`src/hdl/rotating_point_velocity_defines.svh`:
```
// ---------------------------------------------------------------------------
// rotating_point_velocity assertion macros
// Shared concurrent assertion forms for the rotating point velocity block.
// ---------------------------------------------------------------------------
`ifndef ROTATING_POINT_VELOCITY_DEFINES_SVH
`define ROTATING_POINT_VELOCITY_DEFINES_SVH

// same-cycle implication, disabled in reset
`define RPV_ASSERT_IMP(label, clk, rst, ante, cons, msg) \
   label: assert property (@(posedge clk) disable iff (rst) (ante) |-> (cons)) \
      else $error(msg);

// next-cycle implication, disabled in reset
`define RPV_ASSERT_NXT(label, clk, rst, ante, cons, msg) \
   label: assert property (@(posedge clk) disable iff (rst) (ante) |=> (cons)) \
      else $error(msg);

`endif

```
`src/hdl/rpv_pkg.sv`:
```
// ---------------------------------------------------------------------------
// rpv_pkg
// Types, constants and helpers of the rotating point velocity block.
// ---------------------------------------------------------------------------
package rpv_pkg;

   localparam int CORDIC_STAGES = 16;
   localparam int FRAC_BITS     = 16;
   localparam int GUARD_BITS    = 6;

   localparam int CFG_W      = 24;
   localparam int TIME_W     = 32;
   localparam int VEL_W      = 32;
   localparam int CSR_IDX_W  = 3;
   localparam int D_W        = CFG_W + 1;
   localparam int P_W        = CFG_W + TIME_W;
   localparam int WIDE_W     = 64;

   // angle in radians, only the bits that reach the turn fraction are kept
   localparam int ANG_FULL_W = P_W - FRAC_BITS;
   localparam int ANG_W      = (ANG_FULL_W < FRAC_BITS + 32) ? ANG_FULL_W : FRAC_BITS + 32;
   localparam int ANG_LO_W   = ANG_W / 2;
   localparam int ANG_HI_W   = ANG_W - ANG_LO_W;

   localparam int K_W = 30;
   localparam logic [K_W-1:0] INV_TWO_PI_Q32 = K_W'(683565276);
   localparam int PP_LO_W = ANG_LO_W + K_W;
   localparam int PP_HI_W = ANG_HI_W + K_W + 1;

   localparam int THETA_W = 32;
   localparam int Z_W     = 32;
   localparam int XY_W    = 33;

   localparam int GAIN_W     = 31;
   localparam logic signed [GAIN_W-1:0] GAIN_Q30 = GAIN_W'(652032874);
   localparam int GAIN_SHIFT = 30 + GUARD_BITS;
   localparam int GPROD_W    = XY_W + GAIN_W;
   localparam int R_W        = 28;
   localparam int PV_W       = CFG_W + R_W;

   localparam int STAGE_IDX_W = 5;

   localparam logic [THETA_W-1:0] ATAN_TURNS [32] = '{
      32'h20000000, 32'h12E4051E, 32'h09FB385B, 32'h051111D4,
      32'h028B0D43, 32'h0145D7E1, 32'h00A2F61E, 32'h00517C55,
      32'h0028BE53, 32'h00145F2F, 32'h000A2F98, 32'h000517CC,
      32'h00028BE6, 32'h000145F3, 32'h0000A2FA, 32'h0000517D,
      32'h000028BE, 32'h0000145F, 32'h00000A30, 32'h00000518,
      32'h0000028C, 32'h00000146, 32'h000000A3, 32'h00000051,
      32'h00000029, 32'h00000014, 32'h0000000A, 32'h00000005,
      32'h00000003, 32'h00000001, 32'h00000001, 32'h00000000
   };

   typedef enum logic [CSR_IDX_W-1:0] {
      CSR_CENTER_X  = 3'd0,
      CSR_CENTER_Y  = 3'd1,
      CSR_CENTER_Z  = 3'd2,
      CSR_PUSH_X    = 3'd3,
      CSR_PUSH_Y    = 3'd4,
      CSR_PUSH_Z    = 3'd5,
      CSR_SPIN_RATE = 3'd6
   } csr_index_type;

   typedef enum logic [1:0] {
      QUAD_0   = 2'd0,
      QUAD_90  = 2'd1,
      QUAD_180 = 2'd2,
      QUAD_270 = 2'd3
   } quad_type;

   typedef struct packed {
      logic signed [CFG_W-1:0] rate;
      logic signed [D_W-1:0]   dx;
      logic signed [D_W-1:0]   dy;
   } cfg_type;

   typedef struct packed {
      logic                   ok;
      quad_type               quad;
      logic signed [XY_W-1:0] x;
      logic signed [XY_W-1:0] y;
      logic signed [Z_W-1:0]  z;
   } cordic_data_type;

   function automatic logic [STAGE_IDX_W-1:0] stage_index(input int i);
      stage_index = i[STAGE_IDX_W-1:0];
   endfunction

   function automatic logic signed [VEL_W-1:0] sat_vel(input logic signed [WIDE_W-1:0] v);
      logic signed [WIDE_W-1:0] hi;
      logic signed [WIDE_W-1:0] lo;
      hi = WIDE_W'({1'b0, {(VEL_W-1){1'b1}}});
      lo = -hi - WIDE_W'(1);
      if (v > hi) begin
         sat_vel = hi[VEL_W-1:0];
      end else if (v < lo) begin
         sat_vel = lo[VEL_W-1:0];
      end else begin
         sat_vel = v[VEL_W-1:0];
      end
   endfunction

endpackage

```
`src/hdl/rpv_cordic_cell.sv`:
```
// ---------------------------------------------------------------------------
// rpv_cordic_cell
// One CORDIC rotation step with its own stage register.
// ---------------------------------------------------------------------------
module rpv_cordic_cell (
   input  logic                                clock,
   input  logic                                reset,
   input  logic [rpv_pkg::STAGE_IDX_W-1:0]     stage_idx,
   input  logic                                in_valid,
   input  rpv_pkg::cordic_data_type            in_data,
   output logic                                in_hold,
   output logic                                out_valid,
   output rpv_pkg::cordic_data_type            out_data,
   input  logic                                out_hold
);

   logic                                  valid_ff;
   rpv_pkg::cordic_data_type              data_ff;
   rpv_pkg::cordic_data_type              data_in;
   logic signed [rpv_pkg::XY_W-1:0]       x_shift;
   logic signed [rpv_pkg::XY_W-1:0]       y_shift;
   logic signed [rpv_pkg::Z_W-1:0]        atan_step;

   assign in_hold = valid_ff && out_hold;

   always_comb begin
      x_shift   = in_data.x >>> stage_idx;
      y_shift   = in_data.y >>> stage_idx;
      atan_step = $signed(rpv_pkg::ATAN_TURNS[stage_idx]);
      data_in   = in_data;
      // rotate toward zero residual angle
      if (!in_data.z[rpv_pkg::Z_W-1]) begin
         data_in.x = in_data.x - y_shift;
         data_in.y = in_data.y + x_shift;
         data_in.z = in_data.z - atan_step;
      end else begin
         data_in.x = in_data.x + y_shift;
         data_in.y = in_data.y - x_shift;
         data_in.z = in_data.z + atan_step;
      end
   end

   always_ff @(posedge clock) begin
      if (reset) begin
         valid_ff <= 1'b0;
      end else if (!in_hold) begin
         valid_ff <= in_valid;
      end
   end

   always_ff @(posedge clock) begin
      if (!in_hold) begin
         data_ff <= data_in;
      end
   end

   assign out_valid = valid_ff;
   assign out_data  = data_ff;

endmodule

```
`config.mk`:
```
export PLATFORM = sky130hd
export DESIGN_NAME = rpv_cordic_cell
export DESIGN_NICKNAME = d
export VERILOG_FILES = /design/src/hdl/rotating_point_velocity_defines.svh /design/src/hdl/rpv_pkg.sv /design/src/hdl/rpv_cordic_cell.sv
export SDC_FILE = /design/constraint.sdc
export NUM_CORES = 1
export LEC_CHECK = 0
export ABC_CLOCK_PERIOD_IN_PS = 20000
export BUFFER_PORTS_ARGS = -buffer_cell sky130_fd_sc_hd__buf_2
export CAP_MARGIN = 25
export CORE_ASPECT_RATIO = 0.5
export CORE_MARGIN = 1
export CORE_UTILIZATION = 55
export CTS_BUF_LIST = sky130_fd_sc_hd__clkbuf_8
export CTS_CLUSTER_SIZE = 20
export DETAILED_ROUTE_END_ITERATION = 10
export PLACE_DENSITY = 0.88
export SLEW_MARGIN = 20
export SYNTH_ARGS = -nofsm -noshare
export SYNTH_HDL_FRONTEND = slang
export SYNTH_SLANG_ARGS = --single-unit
```
`constraint.sdc`:
```
create_clock -name clock -period 20 [get_ports clock]
set_clock_uncertainty 0.05 [all_clocks]
set_input_delay 1 -clock clock [delete_from_list [all_inputs] [get_ports clock]]
set_output_delay 1 -clock clock [all_outputs]
set_load 0.05 [all_outputs]
```
==> impl_metrics.toml <==
[detailed_routing]
vias_per_cell = 6.565
avgRoutedWirePerCell_um = 20.85
drc = 0
drtIter0Drc = 1539
drt_first_pass_iters = 7
num_vias = 13700
drt.antenna.violating_nets = 0
routed_wl_mm = 43.52

[synth]
syn_nets = 1807
synth_warnings = 0
synthFlopType = "edfxtp_1"
synth-seq-cells = 102
async_reset_ff_share_pct = 0
syn_inst = 1587
synth_top_cell_area_share_pct = 21.01
synth_edf_count = 101
synth_area_leader_cell = "edfxtp_1"
synth_cell_types = 89
synth.area.top_cells = "edfxtp_1, mux4_2, ha_1"
syn_area_sq_um = 14440
synth_seq_area_share_pct = 21.15
syn_area_per_cell_sq_um = 9.096

[worst_setup_path]
crit_path_start_kind = "primary input"
crit_family = "compound AO/OA/AOI/OAI gates"
reg2reg_depth = 2
cp-end-kind = "flip-flop"
critPathArrivalTime_ns = 8.37
r2r_end = "out_data[61]$_DFFE_PN_"
worstReg2RegStart = "out_valid$_SDFFE_PP0N_"
path_buf_inv = 3
slowest_stage = "buf_4"
r2r_setup_slack_ns = 17.99
worstPathRequired_ns = 20.16
worstSetupPathType = "primary input to flip-flop"
cpPeakStageDelay_ns = 0.75
crit_top_cell = "a21oi_1"
cp_max_fo = 52

[timing]
hold_slack_ns = 0.6535
hold_violations = 0
min_period_over_period_pct = 41.09
setup_tns_ns = 0
setup_viol = 0
worst_pin_slew_ns = 1.067
drv_slew = 0
slew_headroom_pct = 28.58
max_freq_mhz = 121.7
finalWorstPathRequiredPeriod_ns = 8.217
grt_setup_unrepaired = "false"

[place]
place_hpwl_mm = 33.12
gp_congestion = 0.9939
portBuffers = 212

[cells_and_area]
fillCellCount = 2177
antenna_cells = 0
ff_latch_area_sq_um = 3053
layout_common_cells = "buf_2, a21oi_1, nor2_1, nand2_1, ha_1"
final_nets = 1958
multi_input_area_sq_um = 10780
layout_commonest_cell = "buf_2"
drive_gt1_share_pct = 21.92
synthToLayoutAreaGrowth_pct = 9.821

[clock_network]
cts_hold_repair.buffers = 0
max-clock-path-buffers = 2
cts_resized = 0
cts_setup_buffers = 0
cts_htree_levels = 3
clockRootBuffer = "clkbuf_8"
clk_latency_ns = 0.45
tritoncts = "done"
cts_made_buffers = 9
clk_pin_slew_ns = 0.12
clock-sinks = 102

[global_routing]
grt.overflow.total = 0
grt_usage_pct = 32.03
grt_pass1_vias = 12370
grt_max_degree = 84
grt_pass1_wl_mm = 67.09
antenna_found_initial = 0

[outcome]
status = "completed"

[floorplanning]
die_area_sq_um = 26940
die_x_um = 231.1
core_area_sq_um = 25500
rows = 41
io_pins = 213
initial_utilization_pct = 56.62
die_h_um = 116.6

[worst_hold_path]
whs_endpoint = "out_valid$_SDFFE_PP0N_"
hold_path_depth = 2
hold_class = "primary input to flip-flop"
hp-start = "reset"

[pwr]
p_per_area_nw_per_um2 = 89.54
p_leak_nw = 6.705
vdd_drop_max_mv = 0.05546

[run]
cap_violations = 0
[worst reg2reg max path, stage by stage, from the launching register on]
cell	delay [ns]
dfxtp_1	0.35
nand2_4	0.47
buf_4	0.69
[kinds of logic (layout without fill, tap and decap cells)]
kind of cell / after synthesis / after routing / share of synthesized area (%)
adders and majority gates: 110 / 110 / 9.691
and+or+nand+nor: 435 / 435 / 14.52
AOI/OAI and AO/OA: 464 / 464 / 20.55
xor gates and xnor gates: 166 / 166 / 10.07
buffers and inverters: 135 / 291 / 4.213
muxes: 175 / 175 / 19.81
DFF: 102 / 102 / 21.15
[stage by stage]
stage | instances | setup WS (ns) | utilization (%) | total power [mW] | cell area (sq um)
6_report | 2087 | 11.78 | 62.18 | 1.419 | 15850
5_1_grt | 2087 | 11.01 | 62.18 | 1.497 | 15850
2_1_floorplan | 1587 | 12.51 | - | 1.067 | 14440
4_1_cts | 2085 | 11.77 | 62.05 | 1.413 | 15820
3_5_place_dp | 2069 | 11.35 | 61.25 | 1.264 | 15620
3_3_place_gp | 2069 | 11.49 | 61.25 | 1.253 | 15620
[layer usage]
layer  routed length [um]  track usage [%]  vias up
li1                     -                -     6321
met1                18350            43.30     6450
met2                18920            49.31      816
met3                 4880            8.838      114
met4                 1364            11.83        0
met5                    0                0        -
[where the power goes]
| part | leakage [nW] | internal, mW | switching (mW) |
|---|---|---|---|
| registers | 1.05 | 0.340 | 0.0202 |
| logic | 5.55 | 0.285 | 0.630 |
| clock network | 0.100 | 0.0591 | 0.0846 |
[flip-flops by register name, indices dropped and copies added (netlist names)]
signal     flops
out_valid      1
out_data     101
[layout make-up]
class | count | share of cell area (%)
multi-input combinational | 1350 | 68.03
sequential | 102 | 19.26
timing repair buffer | 228 | 7.593
tap | 344 | 2.715
inverter | 47 | 1.113
clock buffer | 9 | 0.7814
clock inverter | 7 | 0.5130
[worst max-delay path by stage]
stage | start | to | slack [ns] | depth (start not counted)
after global routing | stage_idx[0] | out_data[30]$_DFFE_PN_ | 11.01 | 26
after detailed placement | stage_idx[0] | out_data[30]$_DFFE_PN_ | 11.35 | 26
final | stage_idx[0] | out_data[30]$_DFFE_PN_ | 11.78 | 26
after global placement | stage_idx[0] | out_data[30]$_DFFE_PN_ | 11.49 | 24
after floorplan | stage_idx[1] | out_data[30]$_DFFE_PN_ | 12.51 | 29
after CTS | stage_idx[0] | out_data[30]$_DFFE_PN_ | 11.77 | 26
[Yosys cell counts (all sizes together) (39+ instances only)]
library cell    n
edfxtp        101
nor2          155
a21o           44
mux2           39
mux2i          55
mux4           81
o21ai          71
buf            51
xor2           61
a21oi         164
nand2         115
inv            46
xnor2         105
ha            107
Note: power is estimated with default switching activity, not from simulation.
