$ cat src/hdl/rotating_point_velocity_defines.svh
// ---------------------------------------------------------------------------
// rotating_point_velocity assertion macros
// Shared concurrent assertion forms for the rotating point velocity block.
// ---------------------------------------------------------------------------
`ifndef ROTATING_POINT_VELOCITY_DEFINES_SVH
`define ROTATING_POINT_VELOCITY_DEFINES_SVH

// same-cycle implication, disabled in reset
`define RPV_ASSERT_IMP(label, clk, rst, ante, cons, msg) \
   label: assert property (@(posedge clk) disable iff (rst) (ante) |-> (cons)) \
      else $error(msg);

// next-cycle implication, disabled in reset
`define RPV_ASSERT_NXT(label, clk, rst, ante, cons, msg) \
   label: assert property (@(posedge clk) disable iff (rst) (ante) |=> (cons)) \
      else $error(msg);

`endif

$ cat src/hdl/rpv_pkg.sv
// ---------------------------------------------------------------------------
// rpv_pkg
// Types, constants and helpers of the rotating point velocity block.
// ---------------------------------------------------------------------------
package rpv_pkg;

   localparam int CORDIC_STAGES = 16;
   localparam int FRAC_BITS     = 16;
   localparam int GUARD_BITS    = 6;

   localparam int CFG_W      = 24;
   localparam int TIME_W     = 32;
   localparam int VEL_W      = 32;
   localparam int CSR_IDX_W  = 3;
   localparam int D_W        = CFG_W + 1;
   localparam int P_W        = CFG_W + TIME_W;
   localparam int WIDE_W     = 64;

   // angle in radians, only the bits that reach the turn fraction are kept
   localparam int ANG_FULL_W = P_W - FRAC_BITS;
   localparam int ANG_W      = (ANG_FULL_W < FRAC_BITS + 32) ? ANG_FULL_W : FRAC_BITS + 32;
   localparam int ANG_LO_W   = ANG_W / 2;
   localparam int ANG_HI_W   = ANG_W - ANG_LO_W;

   localparam int K_W = 30;
   localparam logic [K_W-1:0] INV_TWO_PI_Q32 = K_W'(683565276);
   localparam int PP_LO_W = ANG_LO_W + K_W;
   localparam int PP_HI_W = ANG_HI_W + K_W + 1;

   localparam int THETA_W = 32;
   localparam int Z_W     = 32;
   localparam int XY_W    = 33;

   localparam int GAIN_W     = 31;
   localparam logic signed [GAIN_W-1:0] GAIN_Q30 = GAIN_W'(652032874);
   localparam int GAIN_SHIFT = 30 + GUARD_BITS;
   localparam int GPROD_W    = XY_W + GAIN_W;
   localparam int R_W        = 28;
   localparam int PV_W       = CFG_W + R_W;

   localparam int STAGE_IDX_W = 5;

   localparam logic [THETA_W-1:0] ATAN_TURNS [32] = '{
      32'h20000000, 32'h12E4051E, 32'h09FB385B, 32'h051111D4,
      32'h028B0D43, 32'h0145D7E1, 32'h00A2F61E, 32'h00517C55,
      32'h0028BE53, 32'h00145F2F, 32'h000A2F98, 32'h000517CC,
      32'h00028BE6, 32'h000145F3, 32'h0000A2FA, 32'h0000517D,
      32'h000028BE, 32'h0000145F, 32'h00000A30, 32'h00000518,
      32'h0000028C, 32'h00000146, 32'h000000A3, 32'h00000051,
      32'h00000029, 32'h00000014, 32'h0000000A, 32'h00000005,
      32'h00000003, 32'h00000001, 32'h00000001, 32'h00000000
   };

   typedef enum logic [CSR_IDX_W-1:0] {
      CSR_CENTER_X  = 3'd0,
      CSR_CENTER_Y  = 3'd1,
      CSR_CENTER_Z  = 3'd2,
      CSR_PUSH_X    = 3'd3,
      CSR_PUSH_Y    = 3'd4,
      CSR_PUSH_Z    = 3'd5,
      CSR_SPIN_RATE = 3'd6
   } csr_index_type;

   typedef enum logic [1:0] {
      QUAD_0   = 2'd0,
      QUAD_90  = 2'd1,
      QUAD_180 = 2'd2,
      QUAD_270 = 2'd3
   } quad_type;

   typedef struct packed {
      logic signed [CFG_W-1:0] rate;
      logic signed [D_W-1:0]   dx;
      logic signed [D_W-1:0]   dy;
   } cfg_type;

   typedef struct packed {
      logic                   ok;
      quad_type               quad;
      logic signed [XY_W-1:0] x;
      logic signed [XY_W-1:0] y;
      logic signed [Z_W-1:0]  z;
   } cordic_data_type;

   function automatic logic [STAGE_IDX_W-1:0] stage_index(input int i);
      stage_index = i[STAGE_IDX_W-1:0];
   endfunction

   function automatic logic signed [VEL_W-1:0] sat_vel(input logic signed [WIDE_W-1:0] v);
      logic signed [WIDE_W-1:0] hi;
      logic signed [WIDE_W-1:0] lo;
      hi = WIDE_W'({1'b0, {(VEL_W-1){1'b1}}});
      lo = -hi - WIDE_W'(1);
      if (v > hi) begin
         sat_vel = hi[VEL_W-1:0];
      end else if (v < lo) begin
         sat_vel = lo[VEL_W-1:0];
      end else begin
         sat_vel = v[VEL_W-1:0];
      end
   endfunction

endpackage

$ cat src/hdl/rpv_front.sv
// ---------------------------------------------------------------------------
// rpv_front
// Angle pipeline: rate * time, turn fraction, quarter split, CORDIC seed.
// ---------------------------------------------------------------------------
module rpv_front (
   input  logic                           clock,
   input  logic                           reset,
   input  rpv_pkg::cfg_type               cfg,
   input  logic                           req_valid,
   output logic                           req_ready,
   input  logic signed [rpv_pkg::TIME_W-1:0] req_time_s,
   output logic                           out_valid,
   output rpv_pkg::cordic_data_type       out_data,
   input  logic                           out_hold
);

   // stage 1: product rate * time
   logic                                  v1_ff;
   logic                                  ok1_ff;
   logic signed [rpv_pkg::P_W-1:0]        p_ff;
   logic signed [rpv_pkg::P_W-1:0]        p_in;
   logic                                  hold1;

   // stage 2: partial products of angle * 1/(2 pi)
   logic                                  v2_ff;
   logic                                  ok2_ff;
   logic [rpv_pkg::PP_LO_W-1:0]           pp_lo_ff;
   logic signed [rpv_pkg::PP_HI_W-1:0]    pp_hi_ff;
   logic [rpv_pkg::PP_LO_W-1:0]           pp_lo_in;
   logic signed [rpv_pkg::PP_HI_W-1:0]    pp_hi_in;
   logic signed [rpv_pkg::P_W-1:0]        ang_full;
   logic [rpv_pkg::ANG_LO_W-1:0]          ang_lo;
   logic signed [rpv_pkg::ANG_HI_W-1:0]   ang_hi;
   logic                                  hold2;

   // stage 3: CORDIC seed
   logic                                  v3_ff;
   rpv_pkg::cordic_data_type              seed_ff;
   rpv_pkg::cordic_data_type              seed_in;
   logic [rpv_pkg::WIDE_W-1:0]            turn_sum;
   logic [rpv_pkg::THETA_W-1:0]           theta;
   logic [rpv_pkg::THETA_W-1:0]           theta_rnd;
   logic [rpv_pkg::THETA_W-1:0]           resid;
   logic                                  hold3;

   assign hold3     = v3_ff && out_hold;
   assign hold2     = v2_ff && hold3;
   assign hold1     = v1_ff && hold2;
   assign req_ready = !hold1;

   assign p_in = req_time_s * cfg.rate;

   always_comb begin
      ang_full = p_ff >>> rpv_pkg::FRAC_BITS;
      ang_lo   = ang_full[rpv_pkg::ANG_LO_W-1:0];
      ang_hi   = ang_full[rpv_pkg::ANG_W-1:rpv_pkg::ANG_LO_W];
      pp_lo_in = rpv_pkg::PP_LO_W'(ang_lo) * rpv_pkg::PP_LO_W'(rpv_pkg::INV_TWO_PI_Q32);
      pp_hi_in = ang_hi * $signed({1'b0, rpv_pkg::INV_TWO_PI_Q32});
   end

   // wrap of the 32-bit turn fraction modulo one turn is the reduction modulo 2 pi
   always_comb begin
      turn_sum  = rpv_pkg::WIDE_W'(pp_lo_ff)
                + (rpv_pkg::WIDE_W'(pp_hi_ff) << rpv_pkg::ANG_LO_W);
      theta     = turn_sum[rpv_pkg::FRAC_BITS+rpv_pkg::THETA_W-1:rpv_pkg::FRAC_BITS];
      theta_rnd = theta + rpv_pkg::THETA_W'(32'h2000_0000);
      resid     = theta - {theta_rnd[rpv_pkg::THETA_W-1:rpv_pkg::THETA_W-2],
                           {(rpv_pkg::THETA_W-2){1'b0}}};
      seed_in.ok   = ok2_ff;
      seed_in.quad = rpv_pkg::quad_type'(theta_rnd[rpv_pkg::THETA_W-1:rpv_pkg::THETA_W-2]);
      seed_in.x    = rpv_pkg::XY_W'(cfg.dx) <<< rpv_pkg::GUARD_BITS;
      seed_in.y    = rpv_pkg::XY_W'(cfg.dy) <<< rpv_pkg::GUARD_BITS;
      seed_in.z    = $signed(resid);
   end

   always_ff @(posedge clock) begin
      if (reset) begin
         v1_ff <= 1'b0;
         v2_ff <= 1'b0;
         v3_ff <= 1'b0;
      end else begin
         if (!hold1) begin
            v1_ff <= req_valid;
         end
         if (!hold2) begin
            v2_ff <= v1_ff;
         end
         if (!hold3) begin
            v3_ff <= v2_ff;
         end
      end
   end

   always_ff @(posedge clock) begin
      if (!hold1) begin
         p_ff   <= p_in;
         ok1_ff <= !req_time_s[rpv_pkg::TIME_W-1];
      end
      if (!hold2) begin
         pp_lo_ff <= pp_lo_in;
         pp_hi_ff <= pp_hi_in;
         ok2_ff   <= ok1_ff;
      end
      if (!hold3) begin
         seed_ff <= seed_in;
      end
   end

   assign out_valid = v3_ff;
   assign out_data  = seed_ff;

endmodule

$ cat config.mk
export PLATFORM = sky130hd
export DESIGN_NAME = rpv_front
export DESIGN_NICKNAME = d
export VERILOG_FILES = /design/src/hdl/rotating_point_velocity_defines.svh /design/src/hdl/rpv_pkg.sv /design/src/hdl/rpv_front.sv
export SDC_FILE = /design/constraint.sdc
export NUM_CORES = 2
export LEC_CHECK = 0
export BUFFER_PORTS_ARGS = -buffer_cell sky130_fd_sc_hd__buf_4
export CAP_MARGIN = 20
export CORE_ASPECT_RATIO = 0.6
export CORE_MARGIN = 2
export CORE_UTILIZATION = 50
export DETAILED_ROUTE_END_ITERATION = 16
export PLACE_DENSITY = 0.67
export SLEW_MARGIN = 10
export SYNTH_ARGS = -nofsm -noshare
export SYNTH_HDL_FRONTEND = slang
export SYNTH_SLANG_ARGS = --single-unit
$ cat constraint.sdc
create_clock -name clock -period 13.7 [get_ports clock]
set_input_delay 1.37 -clock clock [delete_from_list [all_inputs] [get_ports clock]]
set_output_delay 1.37 -clock clock [all_outputs]
set_load 0.1 [all_outputs]
==> impl_metrics.csv <==
group,metric,value,unit
synth,synth-seq-cells,188,
detailed_routing,drtPass1Iterations,6,
synth,syn-cell-area,47300,um2
global_routing,grt_max_degree,72,
detailed_routing,vias,30700,
die,io_pins,213,
global_routing,use_met1,0.386,
clock_tree,clk_pin_slew,0.08,ns
die,core,93800,um2
timing,slew_headroom,0.299,
clock_tree,cts_buffer_depth,2,
synth,avgSynthCellArea,10.2,um2
critical_path,end_kind,"flop",
clock_tree,cts_resized,0,
run_status,status,"completed",
detailed_routing,routedWlPerCell,19.9,um
synth,ys_async_sr_fraction,0,
synth,ys.flop_type,"edfxtp_1",
global_routing,met3_usage,0.142,
cells_and_area,layout-drive-gt1-share,0.0546,
clock_tree,htree_levels,4,
detailed_routing,totalWireLength,119000,um
critical_path,critical_path_class,"in2reg",
global_routing,grt_pass1_wl,190000,um
timing,tightest_slew,1.05,ns
clock_tree,clk_latency,0.48,ns
global_routing,grt-ovfl-total,0,
placed_design,portBuffers,200,
global_routing,top_usage_layer,"met1",
critical_path,cp.required,13.91,ns
clock_tree,cts-hold-fix-buffers,0,
timing,slew_violations,0,
min_path,hold_path_class,"reg2reg",
critical_path,path_max_fanout,32,
die,die_area,97200,um2
global_routing,use_met2,0.317,
timing,fmax,121,MHz
synth,synth_cell_types,67,
timing,period_share,0.603,
detailed_routing,viasPerCell,5.14,
job,cap_violations,0,
clock_tree,cts_setup_buffers,0,
clock_tree,numClockSinks,188,
synth,netlist_instances,4646,
die,rows,87,
detailed_routing,drc,0,
timing,post-route-min-period,8.27,ns
timing,hold_ws,0.422,ns
timing,setup_violations,0,
timing,hold_viol,0,
placed_design,place_congestion,0.955,
die,die_x,401,um
cells_and_area,area_growth,6.66,%
die,die_h,242,um
timing,fin_setup_tns,0,ns
timing,fin_skew,0.0224,ns
detailed_routing,drt-initial-drc-count,2186,
global_routing,grt_pass1_vias,32700,
clock_tree,cts_tree,"done",
die,start_util,0.504,
detailed_routing,ant_nets,0,
clock_tree,ctsRootBufferMaster,"clkbuf_16",
global_routing,grt_use_total,0.255,
synth,seq_area_frac_synth,0.119,
placed_design,hpwl,99000,um
clock_tree,cts_buffers,17,
timing,grt_setup_unrepaired,"no",
cells_and_area,final_nets,6454,
critical_path,startpoint_type,"input pin",
global_routing,antenna_found_initial,0,
synth,yosysWarnings,0,
cells_and_area,antennaDiodeCount,0,
synth,synth_edf_count,185,
critical_path,cp_data_arrival_time,8.47,ns
-- area by class of cell --
class	count	area (um2)
Timing Repair Buffer	205	1540
Multi-Input combinational cell	3044	36400
Sequential cell	188	5620
Tap cell	1246	1560
Clock buffer	17	425
Clock inverter	15	218
Inverter	1271	4770
Fill cell	8452	43300
-- metrics by stage --
step                area [um2]  worst slack, ns  cells   util
global placement         49800             5.05   5953  0.531
finish                   50500             5.43   5986  0.538
CTS                      50500             5.51   5985  0.538
floorplan                47400             5.88   4657      -
global route             50500             5.10   5986  0.538
detailed placement       49800             4.99   5953  0.531
-- final timing paths --
path | from | to | slack [ns] | cells past startpoint
worst max-delay path | cfg[53] | p_ff[55] | 5.43 | 24
worst min-delay path | pp_lo_ff[21] | out_data[5] | 0.42 | 0
worst max register to register | p_ff[18] | pp_lo_ff[47] | 6.42 | 19
worst min register to register | pp_lo_ff[21] | out_data[5] | 0.42 | 0
-- cells in the final DEF, fill, tap and decap left out, types with 13 or more instances in the layout --
master,n
fa_1,1070
xnor2_1,97
nor3_1,15
edfxtp_1,185
inv_1,1269
a21oi_1,88
xor2_1,46
o21bai_1,14
and2_1,368
buf_4,204
nand4_1,14
a21o_1,52
o21ai_0,45
nor2_1,99
a211oi_1,13
nand3_1,21
ha_1,547
nand2_1,412
clkbuf_16,17
o21a_1,18
-- Yosys cell counts, types with 6 or more instances --
cell | number | area (um2)
xnor2_1 | 97 | 850
ha_1 | 547 | 6840
and3_1 | 10 | 62.6
clkbuf_1 | 136 | 510
buf_4 | 16 | 120
edfxtp_1 | 185 | 5560
xor2_1 | 46 | 403
o21ai_0 | 45 | 225
nand4_1 | 14 | 87.6
a211oi_1 | 13 | 97.6
nor3_1 | 15 | 75.1
nor2_1 | 99 | 372
nand3_1 | 21 | 105
and2_1 | 368 | 2300
nand2b_1 | 11 | 68.8
a21o_1 | 52 | 390
o21a_1 | 18 | 135
nor2b_1 | 12 | 75.1
or2_2 | 6 | 37.5
fa_1 | 1070 | 21400
a31oi_1 | 10 | 62.6
nand2_1 | 414 | 1550
a21oi_1 | 88 | 440
inv_1 | 1270 | 4770
o21bai_1 | 14 | 105
-- metal layers --
metal | share of wire | vias to the layer above
met1 | 0.47 | 15300
li1 | - | 13900
met3 | 0.16 | 101
met2 | 0.36 | 1407
met5 | 0.0026 | -
met4 | 0.011 | 6
-- sequential cells by signal (all words and copies together), names as in the netlist, 26 cells and up --
register  flops
pp_hi_ff     26
p_ff         40
out_data     85
pp_lo_ff     32
-- critical path, stage by stage --
cell,delay [ns]
buf_4,0.45
nand2_1,0.16
fa_1,0.56
inv_1,0.05
fa_1,0.48
inv_1,0.06
fa_1,0.53
fa_1,0.53
inv_1,0.06
fa_1,0.50
fa_1,0.56
inv_1,0.07
fa_1,0.47
inv_1,0.04
ha_1,0.34
and4_1,0.24
nand2_1,0.06
nor4_1,0.50
o2111ai_1,0.29
nand2_2,0.23
o21ai_0,0.18
o32ai_1,0.44
a21oi_1,0.14
xnor2_1,0.14
-- kinds of logic after synthesis --
group           after synthesis  share of synthesized area
compound gates              287                     0.0410
xor+xnor                    143                     0.0265
fa+ha+maj                  1617                      0.597
buf+inv                    1425                      0.114
flops                       188                      0.119
other cells                   1                  0.0000792
simple gates                985                      0.102
Power is not shown: default switching activity piles up to over one toggle a cycle in this logic, so the estimate is an artifact.
